<file path="src/lfsp_pkg.sv">
// Shared types and constants for the line follower steering block.
// Register map, error codes, stage-to-stage structs. No dependencies.
package lfsp_pkg;

  localparam int unsigned CFG_IDX_W = 3;
  localparam int unsigned INTEG_W   = 24;
  localparam int unsigned TURN_W    = 16;

  localparam logic [CFG_IDX_W-1:0] REG_BASE_SPEED = 3'd0;
  localparam logic [CFG_IDX_W-1:0] REG_GAIN_P     = 3'd1;
  localparam logic [CFG_IDX_W-1:0] REG_GAIN_I     = 3'd2;
  localparam logic [CFG_IDX_W-1:0] REG_GAIN_D     = 3'd3;
  localparam logic [CFG_IDX_W-1:0] REG_LOST_LIMIT = 3'd4;

  typedef logic signed [3:0] err_t;

  localparam err_t ERR_CENTRE  = 4'sd0;
  localparam err_t ERR_LEFT_1  = -4'sd2;
  localparam err_t ERR_RIGHT_1 = 4'sd2;
  localparam err_t ERR_LEFT_2  = -4'sd3;
  localparam err_t ERR_RIGHT_2 = 4'sd3;
  localparam err_t ERR_LEFT_3  = -4'sd5;
  localparam err_t ERR_RIGHT_3 = 4'sd5;

  localparam logic [3:0] BLACK_STOP = 4'd6;

  localparam logic signed [INTEG_W-1:0] INTEG_MAX = 24'sh7FFFFF;
  localparam logic signed [INTEG_W-1:0] INTEG_MIN = 24'sh800000;
  localparam logic signed [TURN_W-1:0]  TURN_MAX  = 16'sh7FFF;
  localparam logic signed [TURN_W-1:0]  TURN_MIN  = 16'sh8000;

  typedef struct packed {
    logic signed [7:0] base_speed;
    logic [7:0]        gain_p;
    logic [7:0]        gain_i;
    logic [7:0]        gain_d;
    logic [7:0]        lost_limit;
  } cfg_t;

  localparam cfg_t CFG_RESET = '{
    base_speed: 8'sd20,
    gain_p:     8'd3,
    gain_i:     8'd0,
    gain_d:     8'd3,
    lost_limit: 8'd5
  };

  typedef struct packed {
    logic [3:0] black;
    err_t       err;
  } decode_t;

  typedef struct packed {
    logic                      stop;
    err_t                      err;
    logic signed [4:0]         diff;
    logic signed [INTEG_W-1:0] acc;
  } mid_t;

endpackage

</file>
<file path="src/lfsp_decode.sv">
// Sensor byte decoder: black sensor count and priority error map.
// Purely combinational; uses lfsp_pkg.
module lfsp_decode (
  input  logic [7:0]        sensor_i,
  input  lfsp_pkg::err_t    held_err_i,
  output lfsp_pkg::decode_t dec_o
);
  import lfsp_pkg::*;

  always_comb begin
    dec_o.black = '0;
    for (int i = 0; i < 8; i++) begin
      dec_o.black = dec_o.black + {3'b000, ~sensor_i[i]};
    end
    if (!sensor_i[4] || !sensor_i[3]) begin
      dec_o.err = ERR_CENTRE;
    end else if (!sensor_i[5]) begin
      dec_o.err = ERR_LEFT_1;
    end else if (!sensor_i[2]) begin
      dec_o.err = ERR_RIGHT_1;
    end else if (!sensor_i[6]) begin
      dec_o.err = ERR_LEFT_2;
    end else if (!sensor_i[1]) begin
      dec_o.err = ERR_RIGHT_2;
    end else if (!sensor_i[7]) begin
      dec_o.err = ERR_LEFT_3;
    end else if (!sensor_i[0]) begin
      dec_o.err = ERR_RIGHT_3;
    end else begin
      dec_o.err = held_err_i;
    end
  end

endmodule

</file>
<file path="src/lfsp_track.sv">
// Tracking stage: lost-line counting, stop decision, error and integral state.
// Uses lfsp_pkg and lfsp_decode; feeds the PID stage through mid_t.
module lfsp_track (
  input  logic           clk_i,
  input  logic           rst_ni,
  input  logic           in_valid_i,
  output logic           in_ready_o,
  input  logic [7:0]     sensor_i,
  input  logic [7:0]     lost_limit_i,
  output logic           mid_valid_o,
  input  logic           mid_ready_i,
  output lfsp_pkg::mid_t mid_o
);
  import lfsp_pkg::*;

  decode_t                   dec;
  err_t                      held_q, last_valid_q, prev_q;
  logic [7:0]                lost_ticks_q;
  logic signed [INTEG_W-1:0] integ_q;
  logic                      mid_valid_q;
  mid_t                      mid_q;

  logic                      fire, lost, stop;
  err_t                      err;
  logic signed [INTEG_W:0]   acc_ext;
  logic signed [INTEG_W-1:0] acc;

  lfsp_decode u_decode (
    .sensor_i  (sensor_i),
    .held_err_i(held_q),
    .dec_o     (dec)
  );

  assign in_ready_o  = !mid_valid_q || mid_ready_i;
  assign fire        = in_valid_i && in_ready_o;
  assign mid_valid_o = mid_valid_q;
  assign mid_o       = mid_q;

  always_comb begin
    lost    = (dec.black == 4'd0);
    stop    = (dec.black >= BLACK_STOP) || (lost && (lost_ticks_q >= lost_limit_i));
    err     = lost ? last_valid_q : dec.err;
    acc_ext = (INTEG_W+1)'(integ_q) + (INTEG_W+1)'(err);
    if (acc_ext[INTEG_W] != acc_ext[INTEG_W-1]) begin
      acc = acc_ext[INTEG_W] ? INTEG_MIN : INTEG_MAX;
    end else begin
      acc = acc_ext[INTEG_W-1:0];
    end
  end

  always_ff @(posedge clk_i or negedge rst_ni) begin
    if (!rst_ni) begin
      held_q       <= ERR_CENTRE;
      last_valid_q <= ERR_CENTRE;
      prev_q       <= ERR_CENTRE;
      lost_ticks_q <= '0;
      integ_q      <= '0;
      mid_valid_q  <= 1'b0;
    end else begin
      if (in_ready_o) begin
        mid_valid_q <= in_valid_i;
      end
      if (fire) begin
        if (stop) begin
          held_q <= ERR_CENTRE;
        end else begin
          held_q  <= err;
          prev_q  <= err;
          integ_q <= acc;
          if (lost) begin
            lost_ticks_q <= lost_ticks_q + 8'd1;
          end else begin
            lost_ticks_q <= '0;
            last_valid_q <= err;
          end
        end
      end
    end
  end

  always_ff @(posedge clk_i) begin
    if (fire) begin
      mid_q.stop <= stop;
      mid_q.err  <= err;
      mid_q.diff <= 5'(err) - 5'(prev_q);
      mid_q.acc  <= acc;
    end
  end

  a_stop_clears_held: assert property (@(posedge clk_i) disable iff (!rst_ni)
    fire && stop |=> held_q == ERR_CENTRE)
    else $error("held error not cleared on stop");

  a_lost_counts: assert property (@(posedge clk_i) disable iff (!rst_ni)
    fire && !stop && lost |=> lost_ticks_q == $past(lost_ticks_q) + 8'd1)
    else $error("lost tick count did not advance");

  a_line_clears_lost: assert property (@(posedge clk_i) disable iff (!rst_ni)
    fire && !lost && !stop |=> lost_ticks_q == 8'd0)
    else $error("lost tick count not cleared on a valid line");

  a_stop_keeps_integ: assert property (@(posedge clk_i) disable iff (!rst_ni)
    fire && stop |=> $stable(integ_q) && $stable(prev_q))
    else $error("PID state changed on stop");

endmodule

</file>
<file path="src/lfsp_pid.sv">
// PID stage: three gain products, sum, saturation and the result register.
// Uses lfsp_pkg; takes mid_t from the tracking stage.
module lfsp_pid (
  input  logic                     clk_i,
  input  logic                     rst_ni,
  input  lfsp_pkg::cfg_t           cfg_i,
  input  logic                     mid_valid_i,
  output logic                     mid_ready_o,
  input  lfsp_pkg::mid_t           mid_i,
  output logic                     out_valid_o,
  input  logic                     out_ready_i,
  output logic                     stopped_o,
  output logic signed [7:0]        drive_speed_o,
  output logic signed [lfsp_pkg::TURN_W-1:0] turn_value_o
);
  import lfsp_pkg::*;

  logic signed [12:0]        prod_p;
  logic signed [INTEG_W+8:0] prod_i;
  logic signed [13:0]        prod_d;
  logic signed [INTEG_W+10:0] sum;
  logic signed [TURN_W-1:0]  turn;

  logic                      out_valid_q, stopped_q;
  logic signed [7:0]         drive_q;
  logic signed [TURN_W-1:0]  turn_q;

  assign mid_ready_o = !out_valid_q || out_ready_i;

  always_comb begin
    prod_p = $signed({1'b0, cfg_i.gain_p}) * mid_i.err;
    prod_i = $signed({1'b0, cfg_i.gain_i}) * mid_i.acc;
    prod_d = $signed({1'b0, cfg_i.gain_d}) * mid_i.diff;
    sum    = (INTEG_W+11)'(prod_p) + (INTEG_W+11)'(prod_i) + (INTEG_W+11)'(prod_d);
    if (sum > (INTEG_W+11)'(TURN_MAX)) begin
      turn = TURN_MAX;
    end else if (sum < (INTEG_W+11)'(TURN_MIN)) begin
      turn = TURN_MIN;
    end else begin
      turn = sum[TURN_W-1:0];
    end
  end

  always_ff @(posedge clk_i or negedge rst_ni) begin
    if (!rst_ni) begin
      out_valid_q <= 1'b0;
    end else if (mid_ready_o) begin
      out_valid_q <= mid_valid_i;
    end
  end

  always_ff @(posedge clk_i) begin
    if (mid_valid_i && mid_ready_o) begin
      stopped_q <= mid_i.stop;
      drive_q   <= mid_i.stop ? 8'sd0 : cfg_i.base_speed;
      turn_q    <= mid_i.stop ? '0 : turn;
    end
  end

  assign out_valid_o   = out_valid_q;
  assign stopped_o     = stopped_q;
  assign drive_speed_o = drive_q;
  assign turn_value_o  = turn_q;

endmodule

</file>
<file path="src/line_follow_steering_pid.sv">
// Top level of the eight-sensor line follower with positional PID steering.
// Holds the configuration registers and input register; uses lfsp_pkg,
// lfsp_track and lfsp_pid.
//
// One sensor byte is taken per clock unless the output stalls, and every item
// gives exactly one result: stopped, drive speed and a saturated turn value. An
// accepted item passes through the input register and the tracking stage
// register into the result register; the unstalled rate is one item per cycle,
// set by the error and integral update in the tracking stage, whose state feeds
// the next item directly. The three gain multiplies sit in a stage of their own
// after it. Configuration writes are always taken and must be made while no item
// is in flight. No state needs a clearing pass after reset.
module line_follow_steering_pid (
  input  logic                               clk_i,
  input  logic                               rst_ni,
  input  logic                               cfg_valid_i,
  output logic                               cfg_ready_o,
  input  logic [lfsp_pkg::CFG_IDX_W-1:0]     cfg_index_i,
  input  logic [7:0]                         cfg_data_i,
  input  logic                               in_valid_i,
  output logic                               in_ready_o,
  input  logic [7:0]                         sensor_byte_i,
  output logic                               out_valid_o,
  input  logic                               out_ready_i,
  output logic                               stopped_o,
  output logic signed [7:0]                  drive_speed_o,
  output logic signed [lfsp_pkg::TURN_W-1:0] turn_value_o
);
  import lfsp_pkg::*;

  cfg_t       cfg_q;
  logic       in_valid_q;
  logic [7:0] sensor_q;
  logic       track_ready;
  logic       mid_valid, mid_ready;
  mid_t       mid;

  assign cfg_ready_o = 1'b1;
  assign in_ready_o  = !in_valid_q || track_ready;

  always_ff @(posedge clk_i or negedge rst_ni) begin
    if (!rst_ni) begin
      cfg_q      <= CFG_RESET;
      in_valid_q <= 1'b0;
    end else begin
      if (in_ready_o) begin
        in_valid_q <= in_valid_i;
      end
      if (cfg_valid_i && cfg_ready_o) begin
        unique case (cfg_index_i)
          REG_BASE_SPEED: cfg_q.base_speed <= cfg_data_i;
          REG_GAIN_P:     cfg_q.gain_p     <= cfg_data_i;
          REG_GAIN_I:     cfg_q.gain_i     <= cfg_data_i;
          REG_GAIN_D:     cfg_q.gain_d     <= cfg_data_i;
          REG_LOST_LIMIT: cfg_q.lost_limit <= cfg_data_i;
          default: ;
        endcase
      end
    end
  end

  always_ff @(posedge clk_i) begin
    if (in_valid_i && in_ready_o) begin
      sensor_q <= sensor_byte_i;
    end
  end

  lfsp_track u_track (
    .clk_i       (clk_i),
    .rst_ni      (rst_ni),
    .in_valid_i  (in_valid_q),
    .in_ready_o  (track_ready),
    .sensor_i    (sensor_q),
    .lost_limit_i(cfg_q.lost_limit),
    .mid_valid_o (mid_valid),
    .mid_ready_i (mid_ready),
    .mid_o       (mid)
  );

  lfsp_pid u_pid (
    .clk_i        (clk_i),
    .rst_ni       (rst_ni),
    .cfg_i        (cfg_q),
    .mid_valid_i  (mid_valid),
    .mid_ready_o  (mid_ready),
    .mid_i        (mid),
    .out_valid_o  (out_valid_o),
    .out_ready_i  (out_ready_i),
    .stopped_o    (stopped_o),
    .drive_speed_o(drive_speed_o),
    .turn_value_o (turn_value_o)
  );

endmodule
</file>
<file path="config.mk">
export PLATFORM = sky130hd
export DESIGN_NAME = line_follow_steering_pid
export DESIGN_NICKNAME = d
export VERILOG_FILES = /design/src/lfsp_pkg.sv /design/src/lfsp_decode.sv /design/src/lfsp_track.sv /design/src/lfsp_pid.sv /design/src/line_follow_steering_pid.sv
export SDC_FILE = /design/constraint.sdc
export NUM_CORES = 1
export LEC_CHECK = 0
export CELL_PAD_IN_SITES_DETAIL_PLACEMENT = 0
export CELL_PAD_IN_SITES_GLOBAL_PLACEMENT = 1
export CORE_MARGIN = 1.5
export CORE_UTILIZATION = 57
export DETAILED_ROUTE_END_ITERATION = 10
export DONT_BUFFER_PORTS = 1
export PLACE_DENSITY = 0.95
export SLEW_MARGIN = 40
export SYNTH_ARGS = -nofsm -noshare
export SYNTH_HDL_FRONTEND = slang
export SYNTH_HIERARCHICAL = 1
export SYNTH_SLANG_ARGS = --single-unit
</file>
<file path="constraint.sdc">
create_clock -name clk_i -period 14 [get_ports clk_i]
set_input_delay 2.1 -clock clk_i [delete_from_list [all_inputs] [get_ports clk_i]]
set_output_delay 2.1 -clock clk_i [all_outputs]
set_load 0.005 [all_outputs]
</file>
# After elaboration in Yosys (flattened, before gate mapping)
# Cells that the tools add are included.
# totals
ff_bits	154
inputBits	24
output_inout_bits	28
elab_cells	94
# classes
reduce_logical	24
mul	3
n_bitwise	10
order_cmp	4
addsub	12
mux	14
eq_ne	5
# op_table
op	count
24-bit two-way mux	2
4-bit two-way mux	9
34-bit by 14-bit adder with 35-bit output	1
35-bit by 16-bit > comparator with 1-bit output (second input constant)	1
35-bit by 16-bit < comparator with 1-bit output (second input constant)	1
13-bit by 33-bit adder with 34-bit output	1
9-bit by 24-bit multiplier with 33-bit output	1
24-bit by 4-bit adder with 25-bit output	1
4-bit by 1-bit adder with 4-bit output	4
16-bit two-way mux	1
15-bit two-way mux	1
9-bit by 5-bit multiplier with 14-bit output	1
9-bit by 4-bit multiplier with 13-bit output	1
2-bit AND reduction	6
1-bit inverter	10
8-bit by 1-bit adder with 8-bit output (second input constant)	1
8-bit >= comparator	1
8-bit two-way mux	1
3-bit by 2-bit equality test with 1-bit output (second input constant)	2
1-bit zero test	5
1-bit logical OR	5
4-bit by 4-bit subtractor with 5-bit output	1
3-bit by 1-bit adder with 4-bit output	1
4-bit by 3-bit >= comparator with 1-bit output (second input constant)	1
other kinds (10)	13

# Depth between registers and ports, before layout
# logic_depth
depth_word	13
ltp_mapped	27
ltp_nobuf	25

# Cells and area by module
# The synthesis kept the hierarchy.
# modules_own_cells
module	cells_per_inst	instances	seq_area_each_um2	area_each_um2
lfsp_pid	1331	1	775.7	12184.2
lfsp_track	488	1	2147.1	4787.1
line_follow_steering_pid	102	1	1276.2	1836.8
lfsp_decode	35	1	0.0	270.3

# Worst setup path after synthesis
# No wires, ideal clock.
# synth_path
path_kind	register to register
from	register cfg_q[21] (netlist bit)
to	register u_pid.turn_q[10] (netlist: u_pid/turn_value_o[10]), data pin
arrival_ps	6849
path_buffers	2
slack_ps	6971
setup_ps	180
period_less_slack_ps	7029
required_time_ps	13820
path_stages_with_launch	24
path_cell_list	dfrtp_1 > clkbuf_1 > nand2_1 > fa_1 > inv_1 > fa_1 > fa_1 > fa_1 > fa_1 > inv_1 > fa_1 > inv_1 > ha_1 > buf_2 > a21oi_2 > o21ai_1 > or2_4 > or2_1 > a311oi_2 > nand3_1 > a2111o_1 > or4_4 > or4_1 > o311ai_1
# synth_between
elab_chain_len	6
word_cells_on_any_way	7
classes_between	add/sub (2); mul (1); order compare (2); mux (2)
# synth_lines
item	line	rtl
start: declaration	line_follow_steering_pid.sv:31	cfg_t cfg_q;
9-bit by 24-bit multiplier with 33-bit output (*)	lfsp_pid.sv:32	prod_i = $signed({1'b0, cfg_i.gain_i}) * mid_i.acc;
13-bit by 33-bit adder with 34-bit output (*)	lfsp_pid.sv:34	sum = (INTEG_W+11)'(prod_p) + (INTEG_W+11)'(prod_i) + (INTEG_W+11)'(prod_d);
34-bit by 14-bit adder with 35-bit output (*)	lfsp_pid.sv:34	
35-bit by 16-bit < comparator with 1-bit output	lfsp_pid.sv:37	end else if (sum < (INTEG_W+11)'(TURN_MIN)) begin
16-bit two-way mux	lfsp_pid.sv:37	
15-bit two-way mux (*)	lfsp_pid.sv:35	if (sum > (INTEG_W+11)'(TURN_MAX)) begin
end signal: assignment	lfsp_pid.sv:56	turn_q <= mid_i.stop ? '0 : turn;
end: declaration	lfsp_pid.sv:26	logic signed [TURN_W-1:0] turn_q;
# Mark *: on every way between the ends. The rest lies on a longest branch, timed or not.
# A chain may end at the register's enable or synchronous reset.

# Worst setup path in the final report
# layout_path
from	register u_track.mid_q, in the netlist u_track/mid_o[32]
to	register u_pid.turn_q[10] (netlist: u_pid/turn_value_o[10]), data pin
# layout_between
elab_chain_len	6
word_cells_on_any_way	7
classes_between	add/sub (2); mul (1); order compare (2); mux (2)
# layout_lines
item	line	rtl
start: declaration	lfsp_track.sv:21	mid_t mid_q;
9-bit by 4-bit multiplier with 13-bit output (*)	lfsp_pid.sv:31	prod_p = $signed({1'b0, cfg_i.gain_p}) * mid_i.err;
13-bit by 33-bit adder with 34-bit output (*)	lfsp_pid.sv:34	
34-bit by 14-bit adder with 35-bit output (*)	lfsp_pid.sv:34	
35-bit by 16-bit < comparator with 1-bit output	lfsp_pid.sv:37	
16-bit two-way mux	lfsp_pid.sv:37	
15-bit two-way mux (*)	lfsp_pid.sv:35	
# Marks and branches as above.

==> impl_results.md <==
- Startpoint Class: register
- Number of DRC markers in iteration 0: 994
- Yosys reg bits: 154
- Vias in the first global route: 14100
- Yosys cell types: just under 100
- Critical Path End Type: register
- Fillers: roughly 2700
- Reg2reg start: u_track/mid_o[32]
- CTS Hold Bufs: 0
- GR Util met3: 0.0450
- Kind of critical path: register to register
- CTS buffer count: 17
- Commonest non-fill, non-tap cells in the layout: inv_1 (359), fa_1 (269), nand2_1 (217)
- Routed vias/inst: roughly 5.6
- Root buf cell: clkbuf_16
- Largest net degree at the start of global routing: ~90
- H-tree depth: 4
- Max Fanout on Critical Path: 13
- Worst hold path stage count: 1
- Global Route Usage Sum: 0.248
- Layout Nets: 2376
- Final ANT Viol Nets: 0
- Hold crit path type: register to register
- Antenna cells: 0
- R2R depth: 19
- Synthesized cell area: 0.0191 sq mm
- Ys Warns: 6
- Total congestion overflow: 0
- Crit path from: u_track/mid_o[32]
- Synth Instances: 1956
- Min-delay src: u_track/held_q[3]
- Core Area: approximately 0.033 sq mm
- Total number of vias: 13300
- Worst slew pin tran: 815 ps
- Port Buf Inserts: 0
- PostCTS Resize Cnt: 0
- Die Y-Extent: 186 microns
- Period utilization: 0.560
- Most common cell after layout, fill and taps aside: inv_1
- Crit-path cells: ha_1, clkinv_1, fa_1, inv_1, fa_1, inv_1, fa_1, inv_1, ha_1, ha_1, a21oi_1, o21ai_1, a2111o_1, a22o_1, xnor2_1, or4_1, or4_4, or4_1, o311ai_1
- Max_cap viols: 0
- Die area: between 0.03 and 0.04 sq mm
- Syn avg cell area: 9.75 sq um
- Pins Over Slew Limit: 0
- Mapped Nets: 2404
- Met1 usage in global routing: 0.338
- Later-pin clock latency in the skew report: approximately 440 ps
- Number of flops mapped to enable cells by yosys: 67
- Critical Path Max Stage Delay: about 770 ps
- Share of layout cells above drive strength 1: 0.0793
- Clock Skew: between 10 and 15 ps
- GR peak layer: met2
- Fmax achieved: 127 MHz
- Post-synthesis sequential area ratio: 0.220
- Final setup vio count: 0
- Worst EP arrival: 8080 ps
- First-pass GRT wire length: 68000 microns
- Ys async rst share: 0.565
- Clock Sinks: 154
- Area growth syn-to-layout: 4.80%
- Post-CTS Setup Inserts: 0
- HPWL Detailed: 32400 microns
- Clock buffer depth: 2
- GR Layer Usage met2: 0.409
- Final Hold Fails: 0
- Routed length per instance: 16.9 microns
- CTS tree: built
- Relative slew margins: 0.455
- Die Wd: 186 microns
- Post-Route WL: 40200 microns
- Status: complete, no violations
- Synth Flop Type: dfrtp_1
- Gp weighted congestion: 0.890
- Boundary Pins: 52
- Site Rows: 66
- Req. time, crit path: 14240 ps
- Drt first pass iters: 6
- Crit path time final: 7850 ps
- Slowest CP cell: fa_1
- Initial Util: 0.583
- CTS clk-pin slew, worst paths: approximately 70 ps
- Antenna violations before repair: 0
- Total Neg Setup Slack: 0 ps
- RSZ-0062 raised after global routing: false
- Drt drc: 0
[cell usage after synthesis, types with 10 or more instances]
library cell    n  area [sq um]
a21o_1         23           173
a21oi_1        74           370
a31oi_1        13          81.3
and2_1        141           882
buf_2          14          70.1
clkbuf_1       26          97.6
dfrtp_1        79          1980
edfxtp_1       67          2010
fa_1          269          5390
ha_1          155          1940
inv_1         362          1360
mux2_2         43           484
nand2_1       217           815
nand2b_1       21           131
nand3_1        27           135
nand4_1        15          93.8
nor2_1         84           315
nor2b_1        15          93.8
nor3_1         21           105
o21a_1         10          75.1
o21ai_0        32           160
o21ai_1        11          55.1
xnor2_1        28           245
xor2_1         25           219
[stage by stage]
stage          std cells  cell area (sq um)  utilization  hold WS, ps  setup WS, ps
5_1_grt             2383              20000        0.611          504          5640
6_report            2383              20000        0.611          484          6150
3_5_place_dp        2350              19400        0.593          465          6170
2_1_floorplan       1956              19100            -          442          6970
4_1_cts             2382              20000        0.611          487          6150
3_3_place_gp        2350              19400        0.593          466          6290
[path summary, 6_finish.rpt]
path	slack, ps	end
setup / recovery	6150	u_pid/turn_value_o[10]
hold / removal	480	u_track/held_q[3]
setup reg to reg	6150	u_pid/turn_value_o[10]
hold reg to reg	480	u_track/held_q[3]
max in group asynchronous	12440	cfg_q[9]
min in group asynchronous	1350	cfg_q[5]
[critical path, delay by kind of cell (launching register included)]
family                   cells  cell delay [ps]
XOR/XNOR                     1              150
AO/OA/AOI/OAI                5             1310
AND/OR/NAND/NOR              3             1550
adder cells (fa/ha/maj)      6             3200
flip-flops                   1              530
buffers and inverters        4              890
[state kept, by name, summed over array words and instances (netlist names), 4 cells and up]
signal and flops:
cfg_q 40, sensor_q 8, u_pid/drive_speed_o 8, u_pid/turn_value_o 16, u_track/held_q 4, u_track/integ_q 24
u_track/last_valid_q 4, u_track/lost_ticks_q 8, u_track/mid_o 34, u_track/prev_q 4
[final cells by class]
type	count	area [sq um]	share of cell area
timing repair buffer	8	63.8	0.00319
sequential	154	4210	0.210
multi-input combinational	1385	13200	0.662
clock buffer	18	450	0.0225
inverter	362	1360	0.0680
clock inverter	14	125	0.00626
tap	442	553	0.0277
[cell families (layout without fill, tap and decap cells)]
logic type               Yosys count  after routing  share of synthesized area
flip-flops                       154            154                      0.220
adder cells (fa/ha/maj)          424            424                      0.384
AO/OA/AOI/OAI                    262            262                     0.0964
multiplexers                      50             50                     0.0291
buffers and inverters            417            402                     0.0872
other                              1              1                   0.000197
AND/OR/NAND/NOR                  595            595                      0.159
XOR/XNOR                          53             53                     0.0243
[per-layer routing]
metal | vias up | routed length, microns | share of wire
met5 | - | 0 | 0
met4 | 0 | 620 | 0.015
met3 | 47 | 2090 | 0.052
met2 | 371 | 19000 | 0.47
met1 | 6662 | 18500 | 0.46
li1 | 6258 | - | -
Power is left out: the tool's default activity adds up to more than one toggle a clock period on the data nets, which glitch-free logic cannot reach.
